==> config.mk <==
export PLATFORM = sky130hd
export DESIGN_NAME = cpv_div_cell
export DESIGN_NICKNAME = d
export VERILOG_FILES = /design/src/hw/rtl/cpv_pkg.sv /design/src/hw/rtl/cpv_div_cell.sv
export SDC_FILE = /design/constraint.sdc
export NUM_CORES = 1
export LEC_CHECK = 0
export BUFFER_PORTS_ARGS = -buffer_cell sky130_fd_sc_hd__buf_2
export CORE_UTILIZATION = 50
export CTS_BUF_LIST = sky130_fd_sc_hd__clkbuf_2 sky130_fd_sc_hd__clkbuf_4 sky130_fd_sc_hd__clkbuf_8
export CTS_CLUSTER_DIAMETER = 50
export DETAILED_ROUTE_END_ITERATION = 7
export PLACE_DENSITY = 0.93
export SYNTH_ARGS = -nofsm -noshare
export SYNTH_HDL_FRONTEND = slang
export SYNTH_SLANG_ARGS = --single-unit
==> constraint.sdc <==
create_clock -name clk -period 9.74 [get_ports clk]
set_input_delay 1.948 -clock clk [delete_from_list [all_inputs] [get_ports clk]]
set_output_delay 1.948 -clock clk [all_outputs]
set_load 0.05 [all_outputs]
==> src/hw/rtl/cpv_pkg.sv <==
// Shared widths and word types for the circle push-out vector pipeline.
`timescale 1ns / 1ps

package cpv_pkg;

	localparam int COORD_BITS = 24;
	localparam int RAD_BITS   = COORD_BITS - 1;
	localparam int DIFF_BITS  = COORD_BITS + 1;
	localparam int C_BITS     = COORD_BITS + 2;
	localparam int MAG_BITS   = COORD_BITS + 1;
	localparam int SQ_BITS    = 2 * MAG_BITS + 1;
	localparam int ROOT_BITS  = MAG_BITS + 1;
	localparam int RADP_BITS  = 2 * ROOT_BITS;
	localparam int REM_S_BITS = ROOT_BITS + 2;
	localparam int RLEN_BITS  = COORD_BITS;
	localparam int QUO_BITS   = COORD_BITS;
	localparam int PROD_BITS  = MAG_BITS + RLEN_BITS;
	localparam int NUM_BITS   = PROD_BITS + 2;
	localparam int DEN_BITS   = ROOT_BITS + 1;
	localparam int PUSH_BITS  = C_BITS + 1;

	typedef struct packed {
		logic signed [COORD_BITS-1:0] static_x;
		logic signed [COORD_BITS-1:0] static_y;
		logic [RAD_BITS-1:0] static_radius;
		logic signed [COORD_BITS-1:0] mover_x;
		logic signed [COORD_BITS-1:0] mover_y;
		logic [RAD_BITS-1:0] mover_radius;
		logic signed [COORD_BITS-1:0] move_dx;
		logic signed [COORD_BITS-1:0] move_dy;
	} in_word_t;

	typedef struct packed {
		logic signed [COORD_BITS-1:0] push_x;
		logic signed [COORD_BITS-1:0] push_y;
		logic inward_mode;
		logic correction_needed;
		logic saturated;
	} out_word_t;

endpackage

==> src/hw/rtl/cpv_div_cell.sv <==
// One cell of a restoring divider chain: settles one quotient bit per cycle.
`timescale 1ns / 1ps

module cpv_div_cell (
	input  logic clk,
	input  logic [cpv_pkg::DEN_BITS-1:0] rem_i,
	input  logic [cpv_pkg::QUO_BITS-1:0] nlo_i,
	input  logic [cpv_pkg::QUO_BITS-1:0] quo_i,
	input  logic [cpv_pkg::DEN_BITS-1:0] den_i,
	output logic [cpv_pkg::DEN_BITS-1:0] rem_o,
	output logic [cpv_pkg::QUO_BITS-1:0] nlo_o,
	output logic [cpv_pkg::QUO_BITS-1:0] quo_o,
	output logic [cpv_pkg::DEN_BITS-1:0] den_o
);
	import cpv_pkg::*;

	logic [DEN_BITS:0] rem_n;
	logic [DEN_BITS:0] den_x;
	logic ge;

	assign rem_n = {rem_i, nlo_i[QUO_BITS-1]};
	assign den_x = {1'b0, den_i};
	assign ge = rem_n >= den_x;

	always_ff @(posedge clk) begin
		rem_o <= ge ? DEN_BITS'(rem_n - den_x) : DEN_BITS'(rem_n);
		nlo_o <= {nlo_i[QUO_BITS-2:0], 1'b0};
		quo_o <= {quo_i[QUO_BITS-2:0], ge};
		den_o <= den_i;
	end

endmodule

==> impl_metrics.ini, run 1 <==
[sta]
fin_crit_ns = 4.53
slew_viol_final = 0
rsz0062_at_grt = false
fmax_ghz = 0.221
tightest_slew_ns = 0.595
finalSetupTns_ns = 0
hold_viol = 0
slew_headroom_pct = 60.0
fin_crit_sh_pct = 46.5
finalSetupViolations = 0

[power]
finalPower_uw = 1090
power_density_nw_per_um2 = 205
leakagePower_uw = 0.00277
max-vdd-ir-drop_v = 0.000100

[global_route]
grt_overflow = 0
grt_first_pass_wirelength_mm = 16.1
track_usage_pct = 24.4
antenna_found_initial = 0
grt_max_degree = 27
grt_pass1_vias = 3449

[yosys]
async_reset_ff_share_pct = 0
syn_area_sq_um = 4060
ys_warn_count = 0
synth-edff-count = 0
syn_avg_cell_area_sq_um = 10.8
ys.flop_type = dfxtp_1
synth_cell_type_count = 53
synth_seq_area_share_pct = 49.9
synth_nets = 506
synth-seq-cells = 101
synth_cells = 375

[clock_network]
cts.clk_slew.worst_paths_ns = 0.10
hold_buffers = 0
clockBufferDepth = 2
clock_tree.root_cell = clkbuf_8
post-cts-setup-buffer-count = 0
cts_buffers = 9
htree_num_levels = 3
cts.sinks = 101
cts_resized = 0
cts_tree = yes

[worst_hold_path]
hold_class = in -> reg
min_from = quo_i[2]

[floorplanning]
die-area_sq_um = 8470
coreArea_sq_um = 7770
die_x_microns = 92.1
start_util_pct = 52.2
ios = 205
die_y_microns = 92.1
row_count = 32

[routing]
via_count = 3454
dr.first_iter.drc_count = 118
wl_per_cell_microns = 14.9
dr.pass1.iters = 4
ant_nets = 0
routed_wl_mm = 10.3
drcViolationCount = 0
vias_per_cell = 5.03

[cells_and_area]
final_nets = 711
drive_gt1_share_pct = 41.9
diodes = 0
synthToLayoutAreaGrowth_pct = 31.3
utilization_pct = 68.6
finish.instance_area_sq_um = 5330
fill_cells = 616

[critical_path]
critPathArrivalTime_ns = 4.78
crit_path_frequent_cell = o21ai_2
cp_top_family = compound AO/OA/AOI/OAI gates
cp-startpoint = nlo_i[23]
crit_required_ns = 9.98
timing.critical_path.buf_inv = 3
path_class = in -> reg
worstPathMaxFanout = 26
start_kind = input port
path_cells = buf_2 > inv_1 > ha_1 > fa_1 > nor2b_1 > o2111ai_2 > a31o_2 > o21ai_2 > o21ai_2 > a21oi_2 > o31ai_4 > inv_4 > mux2_1
timing.critical_path.slowest_cell_delay_ns = 0.41
cp_slowest_cell = fa_1
cp-end-kind = flip-flop

[placement]
portBuffers = 202
place.gp.congestion = 0.845
dpl-instance-area_sq_um = 5140
dp_hpwl_mm = 8.35

[job]
cap_violations = 0

[outcome]
outcome = complete, no violations
[flip-flops by register name, indices dropped and copies added (netlist names)]
| signal | cells |
|---|---|
| den_o | 27 |
| nlo_o | 23 |
| quo_o | 24 |
| rem_o | 27 |
[metrics by stage]
step           cells  hold WS [ns]  worst slack (ns)
3_3_place_gp     671          2.05              4.90
2_1_floorplan    375          1.98              5.30
5_1_grt          687          1.65              5.07
4_1_cts          687          1.67              5.22
3_5_place_dp     671          2.05              4.83
6_report         687          1.68              5.21
[synth_stat cells (2+ instances only)]
library cell / count / share of area, %
clkbuf_1: 4 / 0.37
o21ai_2: 2 / 0.43
nand4_1: 4 / 0.62
or3_1: 2 / 0.31
mux2i_1: 5 / 1.2
nand2b_1: 3 / 0.46
dfxtp_1: 101 / 50
nand2_1: 20 / 1.9
mux2_1: 6 / 1.7
o2111ai_1: 2 / 0.43
a21oi_2: 2 / 0.43
a31oi_1: 3 / 0.46
nor4_1: 2 / 0.31
o21a_1: 5 / 0.93
mux2_4: 17 / 6.3
inv_1: 32 / 3.0
o41ai_1: 2 / 0.43
nand3_1: 8 / 0.99
ha_1: 27 / 8.3
a21o_1: 14 / 2.6
xnor2_1: 15 / 3.2
xor2_1: 7 / 1.5
a21oi_1: 22 / 2.7
a211oi_1: 3 / 0.56
nor2_1: 16 / 1.5
o21ai_0: 7 / 0.86
and2_1: 2 / 0.31
o21bai_1: 2 / 0.37
and3_1: 3 / 0.46
nor2b_1: 5 / 0.77
nor3_1: 8 / 0.99
buf_6: 3 / 0.83
[final cells by class]
class,instances,area (sq um),share of cell area [%]
clock buffer,10,131,2.47
clock inverter,6,56.3,1.06
inverter,33,126,2.37
multi-input combinational,233,1850,34.8
sequential,101,2020,38.0
tap,102,128,2.40
timing repair buffer,202,1010,19.0
[kinds of logic after synthesis]
logic type / after synthesis / synth area share [%]
AND/OR/NAND/NOR: 78 / 9.53
multiplexers: 28 / 9.19
flip-flops: 101 / 49.9
other: 1 / 0.0925
buffers and inverters: 41 / 4.50
AO/OA/AOI/OAI: 76 / 13.2
adder cells (fa/ha/maj): 28 / 8.82
XOR/XNOR: 22 / 4.75
[where the power goes]
group	total (uW)	internal, uW	switching [uW]
combinational	377	120	257
sequential	465	455	10.1
clock	248	101	147
[final timing paths]
check,endpoint,cells after the start
worst max-delay path,rem_o[6],13
worst min-delay path,quo_o[3],1
[cells in the final DEF (no fill, tap or decap), drive strengths merged, types with 10 or more instances in the layout]
cell type / synthesis / final
xnor2: 15 / 15
ha: 27 / 27
mux2: 23 / 23
clkbuf: 4 / 10
dfxtp: 101 / 101
inv: 33 / 35
nand2: 20 / 20
a21o: 14 / 14
buf: 4 / 202
nor2: 17 / 17
a21oi: 24 / 24
o21ai: 10 / 10
[per-layer routing]
metal  vias up  GRT usage (%)  part of all wire (%)
li1       1706              -                     -
met1      1583           25.5                    39
met2       149           46.8                    53
met3        16           6.55                   6.9
met4         0           7.68                   1.8
met5         -              0                     0
No activity file was read; power rests on OpenSTA's default activity.
==> inputs of run 2 (changes only) <==
- CORE_UTILIZATION: 50 -> 42
- PLACE_DENSITY: 0.93 -> 0.84
- clock period: 9.74 -> 3.85 ns (I/O delays scaled with it)
==> run 2 against run 1 <==
  * Sequential power rose to 2.5 times the previous value
  * Non-clock buffer count is 4 higher
  * Utilization is 10 points lower
  * Global-route usage decreased by 4.5 points
  * Clock power rose to 2.5 times the previous value
  * Cell count up 4.4%
  * Via count increased by 1.2%
  * Sequential share of layout area decreased by 0.48 points
  * Largest cell class unchanged
==> impl_metrics.ini, run 2 (same netlist as run 1, synthesis figures left out) <==
[power]
switching_power_uw = 1050
max-vdd-ir-drop_v = 0.000192
power.internal_uw = 1710
p_seq_share_pct = 42.5
clkPwrFrac_pct = 22.4
swShare_pct = 38.2
leakagePower_uw = 0.00279
combPwrFrac_pct = 35.1
power_density_nw_per_um2 = 513

[sta]
fmax_ghz = 0.303
finalSetupViolations = 0
hold_slack_ns = 0.508
fin_crit_sh_pct = 85.8
tightest_slew_ns = 0.520
rsz0062_at_grt = false
finalSetupTns_ns = 0
slew_viol_final = 0
hold_viol = 0
fin_crit_ns = 3.30
slew_headroom_pct = 65.0

[placement]
place.gp.congestion = 0.866
portBuffers = 202
dp_hpwl_mm = 8.40

[global_route]
antenna_found_initial = 0
grt_overflow = 0
grt_first_pass_wirelength_mm = 15.7
track_usage_pct = 19.9
grt_max_degree = 19
grt_pass1_vias = 3339

[job]
cap_violations = 0

[clock_network]
clockBufferDepth = 2
cts_buffers = 9
clock_tree.root_cell = clkbuf_8
hold_buffers = 0
cts.sinks = 101
post-cts-setup-buffer-count = 0
cts_resized = 0
cts.clk_slew.worst_paths_ns = 0.10
cts_tree = yes
htree_num_levels = 3

[cells_and_area]
reg_top3 = den_o (27), rem_o (27), quo_o (24)
final_cell_mix = buf_2, dfxtp_1, inv_1, ha_1, a21oi_1
final_nets = 715
fill_cells = 806
final_common_cell = buf_2
diodes = 0
synthToLayoutAreaGrowth_pct = 33.0
drive_gt1_share_pct = 42.2
utilization_pct = 58.1

[floorplanning]
die_x_microns = 100
die_y_microns = 100
coreArea_sq_um = 9280
row_count = 35
die-area_sq_um = 10100
start_util_pct = 43.7
ios = 205

[routing]
routed_wl_mm = 10.2
dr.first_iter.drc_count = 84
dr.pass1.iters = 4
via_count = 3496
wl_per_cell_microns = 14.3
vias_per_cell = 4.88
ant_nets = 0
drcViolationCount = 0

[critical_path]
cp_slowest_cell = fa_1
critPathArrivalTime_ns = 3.55
crit_path_frequent_cell = o21ai_2
path_class = in -> reg
path_cells = buf_2 > inv_1 > ha_1 > fa_1 > nor2b_1 > o2111ai_2 > a31o_2 > o21ai_2 > o21ai_2 > a21oi_2 > o31ai_4 > inv_4 > buf_4 > mux2_1
crit_required_ns = 4.09
timing.critical_path.slowest_cell_delay_ns = 0.42
worstPathMaxFanout = 11
start_kind = input port
cp-end-kind = flip-flop

[outcome]
outcome = complete, no violations

[worst_hold_path]
hold_class = in -> reg
## run 2: final cells by class
class,count,area [sq um],area share [%]
clock buffer,9,124,2.30
clock inverter,6,55.1,1.02
inverter,33,126,2.34
multi-input combinational,233,1850,34.3
tap,129,161,2.99
sequential,101,2020,37.5
timing repair buffer,206,1050,19.5
## run 2: layer usage
layer,vias up,track usage [%],part of all wire (%)
met1,1611,21.6,38
met4,0,10.3,2.9
li1,1717,-,-
met2,145,36.1,53
met5,-,0,0
met3,23,4.46,7.0
## run 2: final timing paths
path  depth (start not counted)       from  endpoint
max                          14  nlo_i[23]  rem_o[2]
min                           1   nlo_i[1]  nlo_o[2]
## run 2: critical path: cells and delay by family
family,cells,cell delay (ns)
AO/OA/AOI/OAI,6,1.05
adder cells (fa/ha/maj),2,0.65
buffers and inverters,4,0.53
multiplexers,1,0.33
AND/OR/NAND/NOR,1,0.21
## run 2: power by group through the flow
stage / logic [uW] / registers (uW) / clock network (uW)
5_1_grt: 1030 / 1190 / 688
2_1_floorplan: 345 / 1590 / 0
6_report: 970 / 1170 / 620
3_5_place_dp: 970 / 1200 / 0
4_1_cts: 973 / 1180 / 646
3_3_place_gp: 954 / 1200 / 0
## run 2: through the flow
step / worst slack (ns) / cells / total power [uW] / instance area (sq um)
floorplan: 0.585 / 375 / 1930 / 4060
global placement: 0.249 / 702 / 2150 / 5210
detailed placement: 0.177 / 702 / 2170 / 5210
CTS: 0.559 / 717 / 2800 / 5390
global route: 0.371 / 717 / 2900 / 5390
finish: 0.547 / 717 / 2770 / 5390
