[config.mk]
export PLATFORM = sky130hd
export DESIGN_NAME = cpv_sqrt_cell
export DESIGN_NICKNAME = d
export VERILOG_FILES = /design/src/hw/rtl/cpv_pkg.sv /design/src/hw/rtl/cpv_sqrt_cell.sv
export SDC_FILE = /design/constraint.sdc
export NUM_CORES = 1
export LEC_CHECK = 0
export ABC_AREA = 1
export BUFFER_PORTS_ARGS = -buffer_cell sky130_fd_sc_hd__buf_2
export CAP_MARGIN = 20
export CORE_MARGIN = 2
export CORE_UTILIZATION = 48
export CTS_CLUSTER_SIZE = 30
export DETAILED_ROUTE_END_ITERATION = 8
export HOLD_SLACK_MARGIN = 0.1
export MAX_ROUTING_LAYER = met4
export PLACE_DENSITY = 0.79
export SKIP_LAST_GASP = 1
export SLEW_MARGIN = 30
export SYNTH_ARGS = -nofsm -noshare
export SYNTH_HDL_FRONTEND = slang
export SYNTH_SLANG_ARGS = --single-unit
export TNS_END_PERCENT = 10
[constraint.sdc]
create_clock -name clk -period 2.1 [get_ports clk]
set_input_delay 0.42 -clock clk [delete_from_list [all_inputs] [get_ports clk]]
set_output_delay 0.42 -clock clk [all_outputs]
set_load 0.005 [all_outputs]
[src/hw/rtl/cpv_pkg.sv]
// Shared widths and word types for the circle push-out vector pipeline.
`timescale 1ns / 1ps

package cpv_pkg;

	localparam int COORD_BITS = 24;
	localparam int RAD_BITS   = COORD_BITS - 1;
	localparam int DIFF_BITS  = COORD_BITS + 1;
	localparam int C_BITS     = COORD_BITS + 2;
	localparam int MAG_BITS   = COORD_BITS + 1;
	localparam int SQ_BITS    = 2 * MAG_BITS + 1;
	localparam int ROOT_BITS  = MAG_BITS + 1;
	localparam int RADP_BITS  = 2 * ROOT_BITS;
	localparam int REM_S_BITS = ROOT_BITS + 2;
	localparam int RLEN_BITS  = COORD_BITS;
	localparam int QUO_BITS   = COORD_BITS;
	localparam int PROD_BITS  = MAG_BITS + RLEN_BITS;
	localparam int NUM_BITS   = PROD_BITS + 2;
	localparam int DEN_BITS   = ROOT_BITS + 1;
	localparam int PUSH_BITS  = C_BITS + 1;

	typedef struct packed {
		logic signed [COORD_BITS-1:0] static_x;
		logic signed [COORD_BITS-1:0] static_y;
		logic [RAD_BITS-1:0] static_radius;
		logic signed [COORD_BITS-1:0] mover_x;
		logic signed [COORD_BITS-1:0] mover_y;
		logic [RAD_BITS-1:0] mover_radius;
		logic signed [COORD_BITS-1:0] move_dx;
		logic signed [COORD_BITS-1:0] move_dy;
	} in_word_t;

	typedef struct packed {
		logic signed [COORD_BITS-1:0] push_x;
		logic signed [COORD_BITS-1:0] push_y;
		logic inward_mode;
		logic correction_needed;
		logic saturated;
	} out_word_t;

endpackage

[src/hw/rtl/cpv_sqrt_cell.sv]
// One cell of the square root chain: settles one root bit per cycle.
`timescale 1ns / 1ps

module cpv_sqrt_cell (
	input  logic clk,
	input  logic [cpv_pkg::REM_S_BITS-1:0] rem_i,
	input  logic [cpv_pkg::ROOT_BITS-1:0] root_i,
	input  logic [cpv_pkg::RADP_BITS-1:0] rad_i,
	output logic [cpv_pkg::REM_S_BITS-1:0] rem_o,
	output logic [cpv_pkg::ROOT_BITS-1:0] root_o,
	output logic [cpv_pkg::RADP_BITS-1:0] rad_o
);
	import cpv_pkg::*;

	logic [REM_S_BITS+1:0] rem_n;
	logic [REM_S_BITS+1:0] trial;
	logic ge;

	assign rem_n = {rem_i, rad_i[RADP_BITS-1 -: 2]};
	assign trial = (REM_S_BITS + 2)'({root_i, 2'b01});
	assign ge = rem_n >= trial;

	always_ff @(posedge clk) begin
		rem_o <= ge ? REM_S_BITS'(rem_n - trial) : REM_S_BITS'(rem_n);
		root_o <= {root_i[ROOT_BITS-2:0], ge};
		rad_o <= {rad_i[RADP_BITS-3:0], 2'b00};
	end

endmodule

==> results_dict.tcl, run 1 <==
set metrics [dict create \
    syn_inst 664 \
    avgSynthCellArea_um2 7.31 \
    cp_common_cell "nand2_1" \
    dr.pass1.iters 4 \
    maxCapViolCount 0 \
    route.vias.total 4843 \
    cellPowerDensity_mw_per_mm2 698 \
    area_growth_pct 34.4 \
    wl_per_cell_um 12.5 \
    grt_max_degree 28 \
    status "finished, final reports clean" \
    critical_path_required_ns 2.37 \
    finalCriticalPeriod_ns 1.80 \
    io_pins 213 \
    yosys_warnings 0 \
    first_global_vias 4559 \
    cts-resized-gates 0 \
    drt_iter0_markers 211 \
    gp_congestion 0.985 \
    core_mm2 0.00977 \
    power.internal_uw 3150 \
    multiInputGateArea_mm2 0.00218 \
    drive_gt1_frac 0.323 \
    h-tree-depth 3 \
    p_sw_uw 1400 \
    rsz0062_at_grt "false" \
    dpl.hpwl_mm 11.0 \
    cts_made_buffers 9 \
    critPathArrivalTime_ns 2.07 \
    drv_slew 0 \
    clock_power_share 0.270 \
    hp-class "in2reg" \
    synth-seq-cells 104 \
    die_x_um 105 \
    max_freq_mhz 554 \
    cts_hold_buf 0 \
    grt_overflow 0 \
    period_share 0.859 \
    vdd_drop_max_v 0.000431 \
    final_common_cell "nand2_1" \
    grt_use_total 0.253 \
    cp_num_buf_inv 4 \
    wirelength_mm 13.2 \
    clock-sinks 104 \
    ff_latch_area_mm2 0.00208 \
    crit_chain "buf_2 -> inv_1 -> ha_1 -> nand2_1 -> nor2_1 -> nand2_1 -> inv_1 -> nand3_2 -> nand3_2 -> nand2_4 -> buf_12 -> nand3_1 -> nand2_1" \
    slowest_stage "ha_1" \
    power.share.sequential 0.482 \
    setup_tns_ns 0 \
    fin_nets 1052 \
    die_area_mm2 0.0109 \
    detail-route-antenna-nets 0 \
    endpoint_kind "flip-flop" \
    start_kind "input port" \
    vias_per_cell 4.59 \
    slowest_delay_ns 0.33 \
    clockRootBuffer "clkbuf_8" \
    cts_buffer_depth 2 \
    path_delay_family "simple AND/OR/NAND/NOR gates" \
    io_buffers 210 \
    postCtsSetupBuffers 0 \
    fillers 893 \
    whs_ns 0.140 \
    hold_viol 0 \
    critPathKind "in2reg" \
    p_comb_frac 0.249 \
    synth.cell_area_mm2 0.00485 \
    crit_path_max_fanout 15 \
    netSwitchingFraction 0.307 \
    std_cell_rows 36 \
    final_cell_mix "222 x nand2_1, 210 x buf_2, 130 x inv_1" \
    initial_core_util 0.496 \
    antenna_found_initial 1 \
    drc 0 \
    clkTransAtPathRegs_ns 0.11 \
    die_y_um 105 \
    grt_pass1_wl_mm 21.5 \
    synth.distinct_cells 31 \
    cts_tree "done" \
    seq_area_frac_synth 0.429 \
    setup_violations 0 \
    cellLeakagePower_uw 0.00385 \
]
==> registers in the layout, summed over array words and instances (netlist names) <==
signal / flops
rad_o: 50
root_o: 26
rem_o: 28
==> synthesized netlist by cell type <==
library cell	n	share of area
nor3b_1	1	0.0015
nor2_4	1	0.0023
nand2_4	1	0.0023
inv_1	130	0.10
o21ai_0	3	0.0031
a21oi_1	15	0.015
nand2_1	222	0.17
nor4_1	1	0.0013
buf_8	2	0.0062
xnor2_1	2	0.0036
buf_4	5	0.0077
dfxtp_1	104	0.43
nor3_1	2	0.0021
buf_6	3	0.0070
and2_0	1	0.0013
o21bai_1	2	0.0031
and3_1	1	0.0013
nand3_2	15	0.031
nor2_2	5	0.0064
nand4_1	9	0.012
nand3b_1	3	0.0046
nor2_1	31	0.024
xor2_1	10	0.018
conb_1	1	0.00077
ha_1	28	0.072
nor3_2	1	0.0021
nand3_1	55	0.057
nand2_2	7	0.0090
a21o_1	1	0.0015
clkbuf_2	1	0.0010
and2_1	1	0.0013
==> stage by stage <==
| stage | util | setup WS, ns | instances | power [uW] | instance area (um^2) |
|---|---|---|---|---|---|
| final | 0.667 | 0.296 | 1056 | 4550 | 6520 |
| after global routing | 0.667 | 0.169 | 1056 | 4830 | 6520 |
| after CTS | 0.667 | 0.355 | 1055 | 4590 | 6520 |
| after detailed placement | 0.647 | -0.0347 | 1039 | 3370 | 6320 |
| after global placement | 0.647 | -0.0375 | 1039 | 3350 | 6320 |
| after floorplan | - | 0.246 | 665 | 2850 | 4860 |
==> power by group through the flow <==
stage,sequential [uW],combinational [uW],clock (uW)
detailed placement,2240,1130,0
global placement,2240,1120,0
global route,2210,1270,1350
floorplan,2280,573,0
finish,2190,1130,1230
CTS,2200,1140,1260
==> cell type report <==
cell class / instances / share of cell area
diodes: 1 / 0.000384
clock buffers: 10 / 0.0211
flip-flops and latches: 104 / 0.319
inverters: 130 / 0.0748
multi-input cells: 420 / 0.334
clock inverters: 6 / 0.00921
repair buffers: 252 / 0.215
well taps: 133 / 0.0255
==> worst paths after layout <==
kind	slack, ns	depth (start not counted)	endpoint	startpoint
setup / recovery	0.30	13	rem_o[23]	root_i[19]
hold / removal	0.14	1	rad_o[44]	rad_i[42]
==> metal layers <==
| layer | vias up | GRT usage | wire (um) |
|---|---|---|---|
| met3 | 25 | 0.0462 | 843 |
| li1 | 2514 | - | - |
| met2 | 173 | 0.450 | 6710 |
| met4 | 0 | 0.0927 | 327 |
| met1 | 2131 | 0.282 | 5360 |
| met5 | - | - | 0 |
==> kinds of logic after synthesis <==
group,count (synthesis),synth area share
buffers and inverters,141,0.122
DFF,104,0.429
xor gates and xnor gates,12,0.0217
other,1,0.000773
and+or+nand+nor,357,0.331
adders and majority gates,28,0.0722
AOI/OAI and AO/OA,21,0.0232
No activity file was read; power rests on OpenSTA's default activity.
==> inputs of run 2 (changes only) <==
Settings changed: CORE_ASPECT_RATIO set to 0.6, RECOVER_POWER set to 100.
==> results_dict.tcl, run 2 (synthesis results as in run 1) <==
set metrics [dict create \
    status "finished, final reports clean" \
    dpl-instance-area_mm2 0.00633 \
    fin_cells 1058 \
    dpl.hpwl_mm 11.0 \
    hp-class "in2reg" \
    endpoint_kind "flip-flop" \
    rsz0062_at_grt "false" \
    cts_hold_buf 0 \
    p_comb_frac 0.225 \
    detail-route-antenna-nets 0 \
    finalCriticalPeriod_ns 1.92 \
    grt_use_total 0.248 \
    grt_max_degree 20 \
    cts_tree "done" \
    wl_per_cell_um 12.8 \
    h-tree-depth 3 \
    core_mm2 0.00984 \
    io_pins 213 \
    grt_overflow 0 \
    drt_iter0_markers 434 \
    finalPower_uw 4930 \
    power.internal_uw 3460 \
    final_common_cell "nand2_1" \
    cts-resized-gates 0 \
    initial_core_util 0.493 \
    drv_slew 0 \
    top_register "rad_o" \
    vias_per_cell 4.61 \
    clkTransAtPathRegs_ns 0.07 \
    first_global_vias 4423 \
    cts_buffer_depth 2 \
    drc 0 \
    critical_path_required_ns 2.40 \
    period_share 0.913 \
    worstHoldStart "rad_i[36]" \
    wirelength_mm 13.6 \
    area_growth_pct 34.1 \
    whs_endpoint "rad_o[38]" \
    critPathArrivalTime_ns 2.21 \
    cp_num_buf_inv 4 \
    route.vias.total 4875 \
    grt_pass1_wl_mm 20.7 \
    start_kind "input port" \
    clock-sinks 104 \
    largestRegisters "rad_o: 50 flops, rem_o: 28 flops, root_o: 26 flops" \
    hold_viol 0 \
    die_y_um 81.9 \
    dp.cells 1042 \
    max_freq_mhz 522 \
    whs_ns 0.172 \
    cellPowerDensity_mw_per_mm2 758 \
    path_delay_family "simple AND/OR/NAND/NOR gates" \
    die_area_mm2 0.0110 \
    slowest_stage "ha_1" \
    netSwitchingFraction 0.298 \
    power.share.sequential 0.446 \
    critPathKind "in2reg" \
    antenna_cells 0 \
    clock_power_share 0.329 \
    maxCapViolCount 0 \
    drive_gt1_frac 0.236 \
    std_cell_rows 28 \
    io_buffers 210 \
    cts_made_buffers 9 \
    clockRootBuffer "clkbuf_16" \
    p_sw_uw 1470 \
    final_cell_mix "222 x nand2_1, 130 x inv_1, 130 x buf_2" \
    crit_path_max_fanout 11 \
    fin_nets 1053 \
    holdPathStages 1 \
    cp_common_cell "nand2_1" \
    setup_violations 0 \
    cellLeakagePower_uw 0.00367 \
    postCtsSetupBuffers 0 \
    die_x_um 134 \
    crit_chain "clkbuf_1 -> inv_1 -> ha_1 -> a21oi_1 -> nand2_1 -> nand2_1 -> nand2_1 -> inv_1 -> nand3_2 -> nand2_4 -> buf_4 -> nand3_1 -> nand2_1" \
    slowest_delay_ns 0.34 \
    vdd_drop_max_v 0.000450 \
    gp_congestion 0.955 \
    largest_register_ffs 50 \
    dr.pass1.iters 5 \
    antenna_found_initial 0 \
    final_area_mm2 0.00650 \
]
## run 2: cell count changes in the layout (fill, tap and decap cells not counted), sizes merged
cell / change
clkinv: +2
clkbuf: +77
clkinvlp: -1
diode: -1
buf: -77
## run 2: metrics by stage
| step | setup WS [ns] | TNS, ns | util |
|---|---|---|---|
| finish | 0.184 | 0 | 0.661 |
| global route | 0.0418 | 0 | 0.661 |
| CTS | 0.261 | 0 | 0.673 |
| detailed placement | -0.0462 | -0.826 | 0.643 |
| global placement | -0.0427 | -0.489 | 0.643 |
| floorplan | 0.246 | 0 | - |
## run 2: worst max path at each step
stage                           from   endpoint  slack [ns]  cells past startpoint
after global placement    root_i[17]  rem_o[24]       -0.04                     13
after CTS                 root_i[15]  rem_o[12]        0.26                     12
final                     root_i[15]  rem_o[13]        0.18                     13
after detailed placement  root_i[17]  rem_o[24]       -0.05                     13
after floorplan            root_i[9]  rem_o[24]        0.25                     12
after global routing      root_i[15]   rem_o[1]        0.04                     12
## run 2: power groups by stage
stage | combinational (uW) | clock (uW) | sequential, uW
6_report | 1110 | 1620 | 2200
2_1_floorplan | 573 | 0 | 2280
5_1_grt | 1240 | 1720 | 2220
4_1_cts | 1130 | 1650 | 2200
3_3_place_gp | 1110 | 0 | 2240
3_5_place_dp | 1120 | 0 | 2240
## run 2: per-layer routing
| layer | vias up | part of all wire | GRT usage | wire length, um |
|---|---|---|---|---|
| li1 | 2524 | - | - | - |
| met1 | 2143 | 0.50 | 0.357 | 6720 |
| met2 | 195 | 0.41 | 0.350 | 5500 |
| met3 | 13 | 0.090 | 0.0574 | 1220 |
| met4 | 0 | 0.0096 | 0.0574 | 130 |
| met5 | - | 0 | - | 0 |
## run 2: area by class of cell
type / instances / area, um^2
Fill cell: 940 / 3340
Multi-Input combinational cell: 420 / 2180
Sequential cell: 104 / 2080
Timing Repair Buffer: 253 / 1290
Inverter: 130 / 488
Clock buffer: 9 / 225
Tap cell: 135 / 169
Clock inverter: 7 / 66.3
